[src/assert_macros.svh]
// Assertion helpers shared by the RTL. Both expect clk and rst in scope.
`ifndef ASSERT_MACROS_SVH
`define ASSERT_MACROS_SVH

// cons must hold in the same cycle as ante
`define CHS_ASSERT_NOW(lbl, ante, cons, msg) \
  lbl: assert property (@(posedge clk) disable iff (rst) (ante) |-> (cons)) else $error(msg);

// cons must hold in the cycle after ante
`define CHS_ASSERT_NEXT(lbl, ante, cons, msg) \
  lbl: assert property (@(posedge clk) disable iff (rst) (ante) |=> (cons)) else $error(msg);

`endif

[src/chslba_pkg.sv]
package chslba_pkg;

  localparam int SPT_W      = 6;
  localparam int HEADS_W    = 8;
  localparam int CYL_W      = 10;
  localparam int LBA_IN_W   = 32;
  localparam int LBA_OUT_W  = 24;
  localparam int DPROD_W    = SPT_W + HEADS_W;
  localparam int CYL_STEPS  = CYL_W;
  localparam int HEAD_STEPS = HEADS_W;
  localparam int NUM_CELLS  = CYL_STEPS + HEAD_STEPS;
  localparam int MIX_W      = HEADS_W + CYL_W + 1;

  localparam logic [CYL_W-1:0]   CYL_INVALID = 10'd1023;
  localparam logic [SPT_W-1:0]   SPT_RESET   = 6'd63;
  localparam logic [HEADS_W-1:0] HEADS_RESET = 8'd255;

  localparam int CFG_INDEX_W = 8;
  localparam int CFG_DATA_W  = 8;
  localparam logic [CFG_INDEX_W-1:0] REG_SPT   = 8'd0;
  localparam logic [CFG_INDEX_W-1:0] REG_HEADS = 8'd1;

  localparam logic CMD_CHS_TO_LBA = 1'b0;
  localparam logic CMD_LBA_TO_CHS = 1'b1;

  // one request as it travels down the divider chain
  // q[17:8] is the cylinder, q[7:0] the head
  typedef struct packed {
    logic                         cmd;
    logic                         sat;
    logic [LBA_IN_W-1:0]          rem;
    logic [NUM_CELLS-1:0]         q;
    logic [MIX_W-1:0]             mix;
    logic [SPT_W-1:0]             sec;
    logic                         bad;
  } chslba_item_t;

endpackage

[src/chslba_front.sv]
module chslba_front
  import chslba_pkg::*;
(
  input  logic                 clk,
  input  logic                 rst,
  input  logic [HEADS_W-1:0]   hds,
  input  logic [DPROD_W-1:0]   dprod,
  input  logic                 up_valid,
  output logic                 up_ready,
  input  logic                 command,
  input  logic [7:0]           head_byte_in,
  input  logic [7:0]           sector_byte_in,
  input  logic [7:0]           cylinder_low_in,
  input  logic [LBA_IN_W-1:0]  block_address_in,
  output logic                 dn_valid,
  input  logic                 dn_ready,
  output chslba_item_t         dn_item
);

  logic [CYL_W-1:0]    cyl;
  logic [LBA_IN_W-1:0] limit;
  chslba_item_t        nxt;

  assign cyl   = {sector_byte_in[7:6], cylinder_low_in};
  // 1024 cylinders' worth of blocks; at or above it the result saturates
  assign limit = {{(LBA_IN_W - DPROD_W - CYL_W){1'b0}}, dprod, {CYL_W{1'b0}}};

  always_comb begin
    nxt     = '0;
    nxt.cmd = command;
    nxt.sat = (block_address_in >= limit);
    nxt.rem = block_address_in;
    nxt.mix = MIX_W'(MIX_W'(hds) * MIX_W'(cyl)) + MIX_W'(head_byte_in);
    nxt.sec = sector_byte_in[5:0];
    nxt.bad = (cyl == CYL_INVALID) || (sector_byte_in[5:0] == '0);
  end

  assign up_ready = !dn_valid || dn_ready;

  always_ff @(posedge clk) begin
    if (rst) begin
      dn_valid <= 1'b0;
    end else if (up_ready) begin
      dn_valid <= up_valid;
    end
    if (up_ready && up_valid) begin
      dn_item <= nxt;
    end
  end

endmodule

[src/chslba_cell.sv]
module chslba_cell
  import chslba_pkg::*;
#(
  parameter int SHIFT = 0,
  parameter int QBIT  = 0
)
(
  input  logic               clk,
  input  logic               rst,
  input  logic [DPROD_W-1:0] divisor,
  input  logic               up_valid,
  output logic               up_ready,
  input  chslba_item_t       up_item,
  output logic               dn_valid,
  input  logic               dn_ready,
  output chslba_item_t       dn_item
);

  logic [LBA_IN_W:0] scaled;
  logic [LBA_IN_W:0] trial;
  chslba_item_t      nxt;

  // one restoring step: subtract the shifted divisor if it fits
  assign scaled = {{(LBA_IN_W + 1 - DPROD_W){1'b0}}, divisor} << SHIFT;
  assign trial  = {1'b0, up_item.rem} - scaled;

  always_comb begin
    nxt = up_item;
    if (!trial[LBA_IN_W]) begin
      nxt.rem     = trial[LBA_IN_W-1:0];
      nxt.q[QBIT] = 1'b1;
    end
  end

  assign up_ready = !dn_valid || dn_ready;

  always_ff @(posedge clk) begin
    if (rst) begin
      dn_valid <= 1'b0;
    end else if (up_ready) begin
      dn_valid <= up_valid;
    end
    if (up_ready && up_valid) begin
      dn_item <= nxt;
    end
  end

endmodule

[src/chslba_back.sv]
module chslba_back
  import chslba_pkg::*;
(
  input  logic                 clk,
  input  logic                 rst,
  input  logic [SPT_W-1:0]     spt,
  input  logic [HEADS_W-1:0]   hds,
  input  logic                 up_valid,
  output logic                 up_ready,
  input  chslba_item_t         up_item,
  output logic                 dn_valid,
  input  logic                 dn_ready,
  output logic [LBA_OUT_W-1:0] block_address_out,
  output logic [7:0]           head_byte_out,
  output logic [7:0]           sector_byte_out,
  output logic [7:0]           cylinder_low_out
);

  localparam int PROD_W = MIX_W + SPT_W + 1;

  logic [PROD_W-1:0]    lba_full;
  logic [LBA_OUT_W-1:0] lba_nxt;
  logic [7:0]           head_nxt;
  logic [7:0]           sector_nxt;
  logic [7:0]           cyl_nxt;
  logic [SPT_W-1:0]     sec_p1;

  assign lba_full = PROD_W'(PROD_W'(spt) * PROD_W'(up_item.mix))
                  + PROD_W'(up_item.sec) - PROD_W'(1);
  // remainder is below the sector count here, so sector + 1 stays in 6 bits
  assign sec_p1   = up_item.rem[SPT_W-1:0] + SPT_W'(1);

  always_comb begin
    lba_nxt    = '0;
    head_nxt   = '0;
    sector_nxt = '0;
    cyl_nxt    = '0;
    if (up_item.cmd == CMD_CHS_TO_LBA) begin
      if (!up_item.bad) begin
        lba_nxt = lba_full[LBA_OUT_W-1:0];
      end
    end else if (up_item.sat) begin
      head_nxt   = hds - 8'd1;
      sector_nxt = {2'b11, spt};
      cyl_nxt    = 8'hFF;
    end else begin
      head_nxt   = up_item.q[HEAD_STEPS-1:0];
      sector_nxt = {up_item.q[NUM_CELLS-1 -: 2], sec_p1};
      cyl_nxt    = up_item.q[HEAD_STEPS +: 8];
    end
  end

  assign up_ready = !dn_valid || dn_ready;

  always_ff @(posedge clk) begin
    if (rst) begin
      dn_valid <= 1'b0;
    end else if (up_ready) begin
      dn_valid <= up_valid;
    end
    if (up_ready && up_valid) begin
      block_address_out <= lba_nxt;
      head_byte_out     <= head_nxt;
      sector_byte_out   <= sector_nxt;
      cylinder_low_out  <= cyl_nxt;
    end
  end

endmodule

[src/chs_lba_address_convert_top.sv]
// CHS <-> LBA converter for partition-table addresses. command 0 turns a packed
// head/sector/cylinder triple into a block address (zero for cylinder 1023 or
// sector 0); command 1 divides a block address by the geometry and packs it,
// saturating at cylinder 1023. One request is taken per cycle unless the output
// stalls. Each result passes through an entry stage (multiply and overflow
// compare), a chain of 18 restoring-divider cells (10 for the cylinder against
// sectors*heads, 8 for the head against sectors), and the output register with
// the final multiply-add. Stalls collapse bubbles stage by stage. Write the
// geometry registers only while no request is in flight.
`include "assert_macros.svh"

module chs_lba_address_convert_top
  import chslba_pkg::*;
(
  input  logic                   clk,
  input  logic                   rst,
  input  logic                   cfg_valid,
  output logic                   cfg_ready,
  input  logic [CFG_INDEX_W-1:0] cfg_index,
  input  logic [CFG_DATA_W-1:0]  cfg_data,
  input  logic                   in_valid,
  output logic                   in_ready,
  input  logic                   command,
  input  logic [7:0]             head_byte_in,
  input  logic [7:0]             sector_byte_in,
  input  logic [7:0]             cylinder_low_in,
  input  logic [LBA_IN_W-1:0]    block_address_in,
  output logic                   out_valid,
  input  logic                   out_ready,
  output logic [LBA_OUT_W-1:0]   block_address_out,
  output logic [7:0]             head_byte_out,
  output logic [7:0]             sector_byte_out,
  output logic [7:0]             cylinder_low_out
);

  logic [SPT_W-1:0]   spt;
  logic [HEADS_W-1:0] hds;
  logic [DPROD_W-1:0] dprod;

  logic               cv [NUM_CELLS+1];
  logic               cr [NUM_CELLS+1];
  chslba_item_t       ci [NUM_CELLS+1];

  assign cfg_ready = 1'b1;

  // sectors*heads is kept alongside the registers so it is valid right away
  always_ff @(posedge clk) begin
    if (rst) begin
      spt   <= SPT_RESET;
      hds   <= HEADS_RESET;
      dprod <= DPROD_W'(SPT_RESET) * DPROD_W'(HEADS_RESET);
    end else if (cfg_valid) begin
      if (cfg_index == REG_SPT) begin
        spt   <= cfg_data[SPT_W-1:0];
        dprod <= DPROD_W'(cfg_data[SPT_W-1:0]) * DPROD_W'(hds);
      end else if (cfg_index == REG_HEADS) begin
        hds   <= cfg_data[HEADS_W-1:0];
        dprod <= DPROD_W'(spt) * DPROD_W'(cfg_data[HEADS_W-1:0]);
      end
    end
  end

  chslba_front u_front (
    .clk              (clk),
    .rst              (rst),
    .hds              (hds),
    .dprod            (dprod),
    .up_valid         (in_valid),
    .up_ready         (in_ready),
    .command          (command),
    .head_byte_in     (head_byte_in),
    .sector_byte_in   (sector_byte_in),
    .cylinder_low_in  (cylinder_low_in),
    .block_address_in (block_address_in),
    .dn_valid         (cv[0]),
    .dn_ready         (cr[0]),
    .dn_item          (ci[0])
  );

  for (genvar i = 0; i < NUM_CELLS; i++) begin : g_cell
    localparam int SHIFT = (i < CYL_STEPS) ? (CYL_STEPS - 1 - i) : (NUM_CELLS - 1 - i);
    localparam int QBIT  = NUM_CELLS - 1 - i;
    logic [DPROD_W-1:0] divisor;

    if (i < CYL_STEPS) begin : g_cyl
      assign divisor = dprod;
    end else begin : g_head
      assign divisor = DPROD_W'(spt);
    end

    chslba_cell #(.SHIFT(SHIFT), .QBIT(QBIT)) u_cell (
      .clk      (clk),
      .rst      (rst),
      .divisor  (divisor),
      .up_valid (cv[i]),
      .up_ready (cr[i]),
      .up_item  (ci[i]),
      .dn_valid (cv[i+1]),
      .dn_ready (cr[i+1]),
      .dn_item  (ci[i+1])
    );
  end

  chslba_back u_back (
    .clk               (clk),
    .rst               (rst),
    .spt               (spt),
    .hds               (hds),
    .up_valid          (cv[NUM_CELLS]),
    .up_ready          (cr[NUM_CELLS]),
    .up_item           (ci[NUM_CELLS]),
    .dn_valid          (out_valid),
    .dn_ready          (out_ready),
    .block_address_out (block_address_out),
    .head_byte_out     (head_byte_out),
    .sector_byte_out   (sector_byte_out),
    .cylinder_low_out  (cylinder_low_out)
  );

  `CHS_ASSERT_NOW(a_dprod, 1'b1, dprod == DPROD_W'(DPROD_W'(spt) * DPROD_W'(hds)), "geometry product out of step")
  `CHS_ASSERT_NOW(a_fields, out_valid && block_address_out != '0, head_byte_out == '0 && sector_byte_out == '0 && cylinder_low_out == '0, "both result forms set")
  `CHS_ASSERT_NOW(a_empty_ready, !out_valid, in_ready, "input stalled with empty output")
  `CHS_ASSERT_NEXT(a_take, in_valid && in_ready, cv[0], "accepted request not in entry stage")

endmodule

[config.mk]
export PLATFORM = sky130hd
export DESIGN_NAME = chs_lba_address_convert_top
export DESIGN_NICKNAME = d
export VERILOG_FILES = /design/src/chslba_pkg.sv /design/src/chslba_front.sv /design/src/chslba_cell.sv /design/src/chslba_back.sv /design/src/chs_lba_address_convert_top.sv
export VERILOG_INCLUDE_DIRS = /design/src /design/src/src
export SDC_FILE = /design/constraint.sdc
export NUM_CORES = 2
export LEC_CHECK = 0
export BUFFER_PORTS_ARGS = -buffer_cell sky130_fd_sc_hd__buf_2
export CAP_MARGIN = 20
export CORE_ASPECT_RATIO = 0.8
export CORE_MARGIN = 3
export CORE_UTILIZATION = 38
export DETAILED_ROUTE_END_ITERATION = 6
export GPL_ROUTABILITY_DRIVEN = 0
export PLACE_DENSITY = 0.58
export SETUP_SLACK_MARGIN = 0.2
export SYNTH_ARGS = -nofsm -noshare
export SYNTH_HDL_FRONTEND = slang
export SYNTH_SLANG_ARGS = --single-unit
[constraint.sdc]
create_clock -name clk -period 16.8 [get_ports clk]
set_clock_uncertainty 0.15 [all_clocks]
set_input_delay 3.36 -clock clk [delete_from_list [all_inputs] [get_ports clk]]
set_output_delay 3.36 -clock clk [all_outputs]
set_load 0.005 [all_outputs]
=== After elaboration in Yosys (flattened, before gate mapping) ===
Cells that the tools add are included.

* Bits in registers: 1381
* Bits in latches: 0
* Bits in writable memories: 0
* ROM bits: 0
* Logic and storage cells: 298
* Memories: 0

* $add $sub $neg: 23
* $mul: 4
* Divide/modulo/power cells: 0
* Order comparisons: 1
* Equal/unequal tests: 2
* Shift operators: 0
* Muxes and demuxes: 23
* Bitwise operators: 1
* Reduce and logical (&&, ||, !) cells: 68

{| class="wikitable"
|+ Operator list
! operator !! number
|-
| two-way mux 32 bit || 16
|-
| two-way mux 33 bit || 1
|-
| subtractor 32 x 10 -> 33 bit || 1
|-
| subtractor 32 x 11 -> 33 bit || 1
|-
| subtractor 32 x 12 -> 33 bit || 1
|-
| subtractor 32 x 13 -> 33 bit || 1
|-
| subtractor 32 x 14 -> 33 bit || 1
|-
| subtractor 32 x 15 -> 33 bit || 1
|-
| subtractor 32 x 16 -> 33 bit || 1
|-
| subtractor 32 x 17 -> 33 bit || 1
|-
| subtractor 32 x 18 -> 33 bit || 1
|-
| subtractor 32 x 19 -> 33 bit || 1
|-
| subtractor 32 x 20 -> 33 bit || 1
|-
| subtractor 32 x 21 -> 33 bit || 1
|-
| subtractor 32 x 22 -> 33 bit || 1
|-
| subtractor 32 x 23 -> 33 bit || 1
|-
| subtractor 32 x 6 -> 33 bit || 1
|-
| subtractor 32 x 7 -> 33 bit || 1
|-
| subtractor 32 x 8 -> 33 bit || 1
|-
| subtractor 32 x 9 -> 33 bit || 1
|-
| greater-or-equal comparator 32 x 24 -> 1 bit || 1
|-
| multiplier 6 x 8 -> 14 bit || 2
|-
| two-way mux 14 bit || 2
|-
| adder 24 x 6 -> 24 bit || 1
|-
| 20 further kinds || 81
|}

=== Longest topological paths before layout ===
* Depth in word-level cells: 22
* Mapped depth: 21
* Mapped depth without buffers: 19

=== Modules after synthesis ===
A second synthesis with hierarchy kept.

* Cell total of the unflattened synthesis: 6629
* Area total of the unflattened synthesis: 81952.3 µm²

{| class="wikitable"
|+ Modules (own cells, without submodules)
! module !! instances !! cells each !! area each (µm²)
|-
| chslba_cell (g_cell[15].u_cell ...) || 2 || 291 || 3817.4
|-
| chslba_cell (g_cell[11].u_cell ...) || 2 || 270 || 3658.5
|-
| chslba_cell (g_cell[14].u_cell ...) || 2 || 270 || 3623.5
|-
| chslba_cell (g_cell[13].u_cell ...) || 2 || 283 || 3608.5
|-
| chslba_cell (g_cell[12].u_cell ...) || 2 || 269 || 3593.4
|-
| chslba_cell (g_cell[10].u_cell ...) || 2 || 251 || 3525.9
|-
| chslba_back || 1 || 686 || 6424.9
|-
| chslba_front || 1 || 498 || 5363.9
|-
| chs_lba_address_convert_top || 1 || 492 || 4259.1
|-
| chslba_cell (g_cell[17].u_cell) || 1 || 306 || 3827.4
|-
| chslba_cell (g_cell[9].u_cell) || 1 || 308 || 3808.7
|-
| chslba_cell (g_cell[16].u_cell) || 1 || 283 || 3772.4
|-
| chslba_cell (g_cell[8].u_cell) || 1 || 285 || 3729.8
|-
| chslba_cell (g_cell[1].u_cell) || 1 || 258 || 3585.9
|-
| chslba_cell (g_cell[0].u_cell) || 1 || 245 || 3525.9
|}

=== Least setup slack after synthesis ===
OpenSTA, ideal clock, no wires.

* Kind: in2reg
* From: input port out_ready
* To: register g_cell[8].u_cell.dn_item[0] (netlist name) (enable)
* Library setup time: 0.602 ns
* Data arrival time: 9.682 ns
* Data required time: 16.048 ns
* Setup slack: 6.367 ns
* Cell stages on the path: 9
* Buffers on the path: 2
* Cells stage by stage: nor2b_1 and3_1 and3_1 and3_1 clkbuf_1 and2_1 clkbuf_1 nor2b_1 a21boi_0

* Longest elaborated chain between the ends: 12

{| class="wikitable"
|+ Ends and longest elaborated chain
! element !! RTL line !! RTL
|-
| start: declaration || chs_lba_address_convert_top.sv:29 || <nowiki>input logic out_ready,</nowiki>
|-
| logical OR 1 bit || chslba_back.sv:53 || <nowiki>assign up_ready = !dn_valid || dn_ready;</nowiki>
|-
| logical OR 1 bit (10 in a row) || chslba_cell.sv:35 || <nowiki>assign up_ready = !dn_valid || dn_ready;</nowiki>
|-
| logical AND 1 bit || chslba_cell.sv:43 || <nowiki>if (up_ready && up_valid) begin</nowiki>
|-
| end signal: assignment || chslba_cell.sv:44 || <nowiki>dn_item <= nxt;</nowiki>
|-
| end: declaration || chslba_cell.sv:16 || <nowiki>output chslba_item_t dn_item</nowiki>
|}

Every way passes these cells.
A chain may end at the register's enable or synchronous reset.

=== Final worst setup path ===
* From: input port out_ready
* To: output port in_ready

* Longest elaborated chain between the ends: 20

{| class="wikitable"
|+ Ends and longest elaborated chain
! element !! RTL line !! RTL
|-
| logical OR 1 bit || chslba_back.sv:53 ||
|-
| logical OR 1 bit (18 in a row) || chslba_cell.sv:35 ||
|-
| logical OR 1 bit || chslba_front.sv:38 || <nowiki>assign up_ready = !dn_valid || dn_ready;</nowiki>
|-
| end: declaration || chs_lba_address_convert_top.sv:22 || <nowiki>output logic in_ready,</nowiki>
|}

Every way passes these cells.

==> results.sh <==
export IMPL_mostFrequentLayoutCells="edfxtp_1 (1333), inv_1 (424), nor2_1 (387)"
export IMPL_cts_resized=0
export IMPL_path_depth=9
export IMPL_path_cells="buf_2, nor2b_1, and3_1, and3_1, and3_1, and4_1, nand4_1, or2_2, buf_2"
export IMPL_synthTopCellsByArea="edfxtp_1 (59%), ha_1 (6.5%), fa_1 (5.9%)"
export IMPL_avgRoutedWirePerCell_um=16.23
export IMPL_synth_edf_count=1333
export IMPL_fin_crit_sh_pct=58.14
export IMPL_ys_ff_latch=1381
export IMPL_async_flop_share_pct=0
export IMPL_fmax_ghz=0.1024
export IMPL_die_area_um2=185200
export IMPL_synth_largest_area_cell="edfxtp_1"
export IMPL_rsz0062_at_grt="false"
export IMPL_clockPowerShare_pct=39.8
export IMPL_hold_depth=0
export IMPL_first_global_vias=39570
export IMPL_reg2reg_depth=17
export IMPL_grt_max_degree=74
export IMPL_hold_viol=0
export IMPL_drcViolationCount=0
export IMPL_syn_nets=5914
export IMPL_intPower_uw=5989
export IMPL_cp_max_fo=7
export IMPL_hold_buffers=0
export IMPL_seqPwrFrac_pct=48.9
export IMPL_via_per_inst=4.941
export IMPL_grt_use_met3_pct=2.186
export IMPL_design_area_um2=76950
export IMPL_cap_violations=0
export IMPL_final_common_cell="edfxtp_1"
export IMPL_io_buffers=127
export IMPL_peakVddDrop_mv=0.08446
export IMPL_first_iter_violations=2571
export IMPL_syn2layout_area_growth_pct=12.47
export IMPL_final_antenna_net_count=0
export IMPL_post_route_util_pct=43.27
export IMPL_combPwrFrac_pct=11.3
export IMPL_relSlewSlack_pct=28.46
export IMPL_startpoint_type="primary input"
export IMPL_ios=129
export IMPL_hold_class="reg -> reg"
export IMPL_yosysSeqAreaShare_pct=59.91
export IMPL_place_area_um2=72200
export IMPL_synth_area_um2=68420
export IMPL_die_x_um=480.4
export IMPL_setup_viol=0
export IMPL_drv_slew=0
export IMPL_cpPeakStageDelay_ns=0.53
export IMPL_insertion_delay_ns=0.76
export IMPL_cpMaxStageDelayCell="and3_1"
export IMPL_synthCells=5279
export IMPL_grt_pass1_wl_um=211600
export IMPL_power_density_nw_per_um2=102.1
export IMPL_use_met1_pct=20.29
export IMPL_met2_usage_pct=22.15
export IMPL_root_buffer="clkbuf_16"
export IMPL_worst_setup_path_end_kind="primary output"
export IMPL_num_vias=39410
export IMPL_yosys_area_top_type_share_pct=58.50
export IMPL_coreArea_um2=177800
export IMPL_clock_sinks=1381
export IMPL_crit_buf_inv=2
export IMPL_grtUsageTotal_pct=14.21
export IMPL_status="completed"
export IMPL_cts_setup_buffers=0
export IMPL_dp_hpwl_um=92450
export IMPL_worst_slew_pin_slew_ns=1.072
export IMPL_critPathKind="in -> out"
export IMPL_drive_above_1_share_pct=8.654
export IMPL_finalPower_uw=7857
export IMPL_required_ns=13.29
export IMPL_numCtsBuffers=137
export IMPL_crit_family="simple AND/OR/NAND/NOR gates"
export IMPL_wl_um=129500
export IMPL_p_leak_uw=0.02819
export IMPL_clkSlewWorstSetupHoldPaths_ns=0.06
export IMPL_hold_slack_ns=0.2387
export IMPL_yosysWarnings=0
export IMPL_cts_max_level=4
export IMPL_sw_frac_of_total_pct=23.78
export IMPL_setup_tns_ns=0
export IMPL_grt_busiest_layer="met2"
export IMPL_power_switching_uw=1868
export IMPL_first_pass_iters=5
export IMPL_synth_ff_type="edfxtp_1"
export IMPL_cts_max_path_buffers=3
export IMPL_dieHeight_um=385.5
export IMPL_row_count=138
export IMPL_overflow=0
export IMPL_antenna_found_initial=15
export IMPL_post_route_min_period_ns=9.768
export IMPL_initial_core_util_pct=38.47
export IMPL_synth_distinct_cells=86
export IMPL_syn_avg_cell_area_um2=12.96
export IMPL_crit_top_cell="and3_1"
export IMPL_cp_arrival_ns=6.26
export IMPL_cts_tree="done"
export IMPL_fin_nets=6121
-- per-layer routing --
| layer | share of wire (%) | vias up |
|---|---|---|
| met4 | 2.7 | 0 |
| met2 | 44 | 694 |
| li1 | - | 19430 |
| met5 | 0 | - |
| met3 | 4.1 | 199 |
| met1 | 49 | 19090 |
-- final timing paths --
path	from	endpoint	slack, ns
hold / removal	g_cell[12].u_cell.dn_item[3]	g_cell[13].u_cell.dn_item[3]	0.24
hold reg to reg	g_cell[12].u_cell.dn_item[3]	g_cell[13].u_cell.dn_item[3]	0.24
setup reg to reg	hds[4]	u_front.dn_item[25]	11.02
setup / recovery	out_ready	in_ready	7.03
-- stage by stage --
stage	setup WS (ns)	cells
floorplan	6.367	5279
global placement	7.061	7722
detailed placement	7.014	7724
CTS	7.003	7970
global route	6.843	7976
finish	7.032	7976
-- kinds of logic after synthesis --
group / Yosys count / synth area share, %
buffers and inverters: 540 / 2.994
AO/OA/AOI/OAI: 760 / 7.081
XOR/XNOR: 422 / 5.402
multiplexers: 36 / 0.5687
adder cells (fa/ha/maj): 557 / 12.39
AND/OR/NAND/NOR: 1582 / 11.65
flip-flops: 1381 / 59.91
other: 1 / 0.005481
-- Yosys cell counts, types with 40 or more instances --
library cell / instances
or4_1: 44
a21oi_1: 206
o21ai_0: 187
nor2_1: 387
inv_1: 424
nand2b_1: 62
xor2_1: 230
fa_1: 201
o31ai_1: 40
a21o_1: 42
nor3_1: 142
or3_1: 70
o21a_1: 58
ha_1: 356
a211oi_1: 43
clkbuf_1: 110
nor4_1: 80
and2_1: 175
nand2_1: 372
nor2b_1: 57
dfxtp_1: 48
edfxtp_1: 1333
xnor2_1: 192
nand3_1: 53
-- worst reg2reg max path: cells and delay by family, from the launching register on --
kind            cells  cell delay (ns)
compound gates      5             1.03
fa+ha+maj           5             2.42
buf+inv             3             0.14
flops               1             1.02
simple gates        4             0.78
-- power by group through the flow --
stage | clock network, uW | logic (uW) | registers [uW]
floorplan | 0 | 698 | 3910
global placement | 0 | 878 | 3910
detailed placement | 0 | 889 | 3920
CTS | 3230 | 897 | 3840
global route | 3370 | 1040 | 3840
finish | 3130 | 890 | 3840
-- flip-flops by register name (all words and copies together), names as in the netlist, 6 cells and up --
register and cells:
dprod 14, g_cell.u_cell.dn_item 1225, g_cell.u_cell.dn_valid 18, hds 8, spt 6, u_back.block_address_out 24
u_back.cylinder_low_out 8, u_back.head_byte_out 8, u_back.sector_byte_out 8, u_front.dn_item 60
-- area by class of cell --
| cell class | count | area [um^2] |
|---|---|---|
| multi-input combinational | 3358 | 25580 |
| tap | 2380 | 2978 |
| antenna | 3 | 7.507 |
| clock inverter | 82 | 1119 |
| inverter | 424 | 1592 |
| fill | 16190 | 100900 |
| timing repair buffer | 184 | 1119 |
| sequential | 1381 | 40990 |
| clock buffer | 164 | 3571 |
No activity file was read; power rests on OpenSTA's default activity.
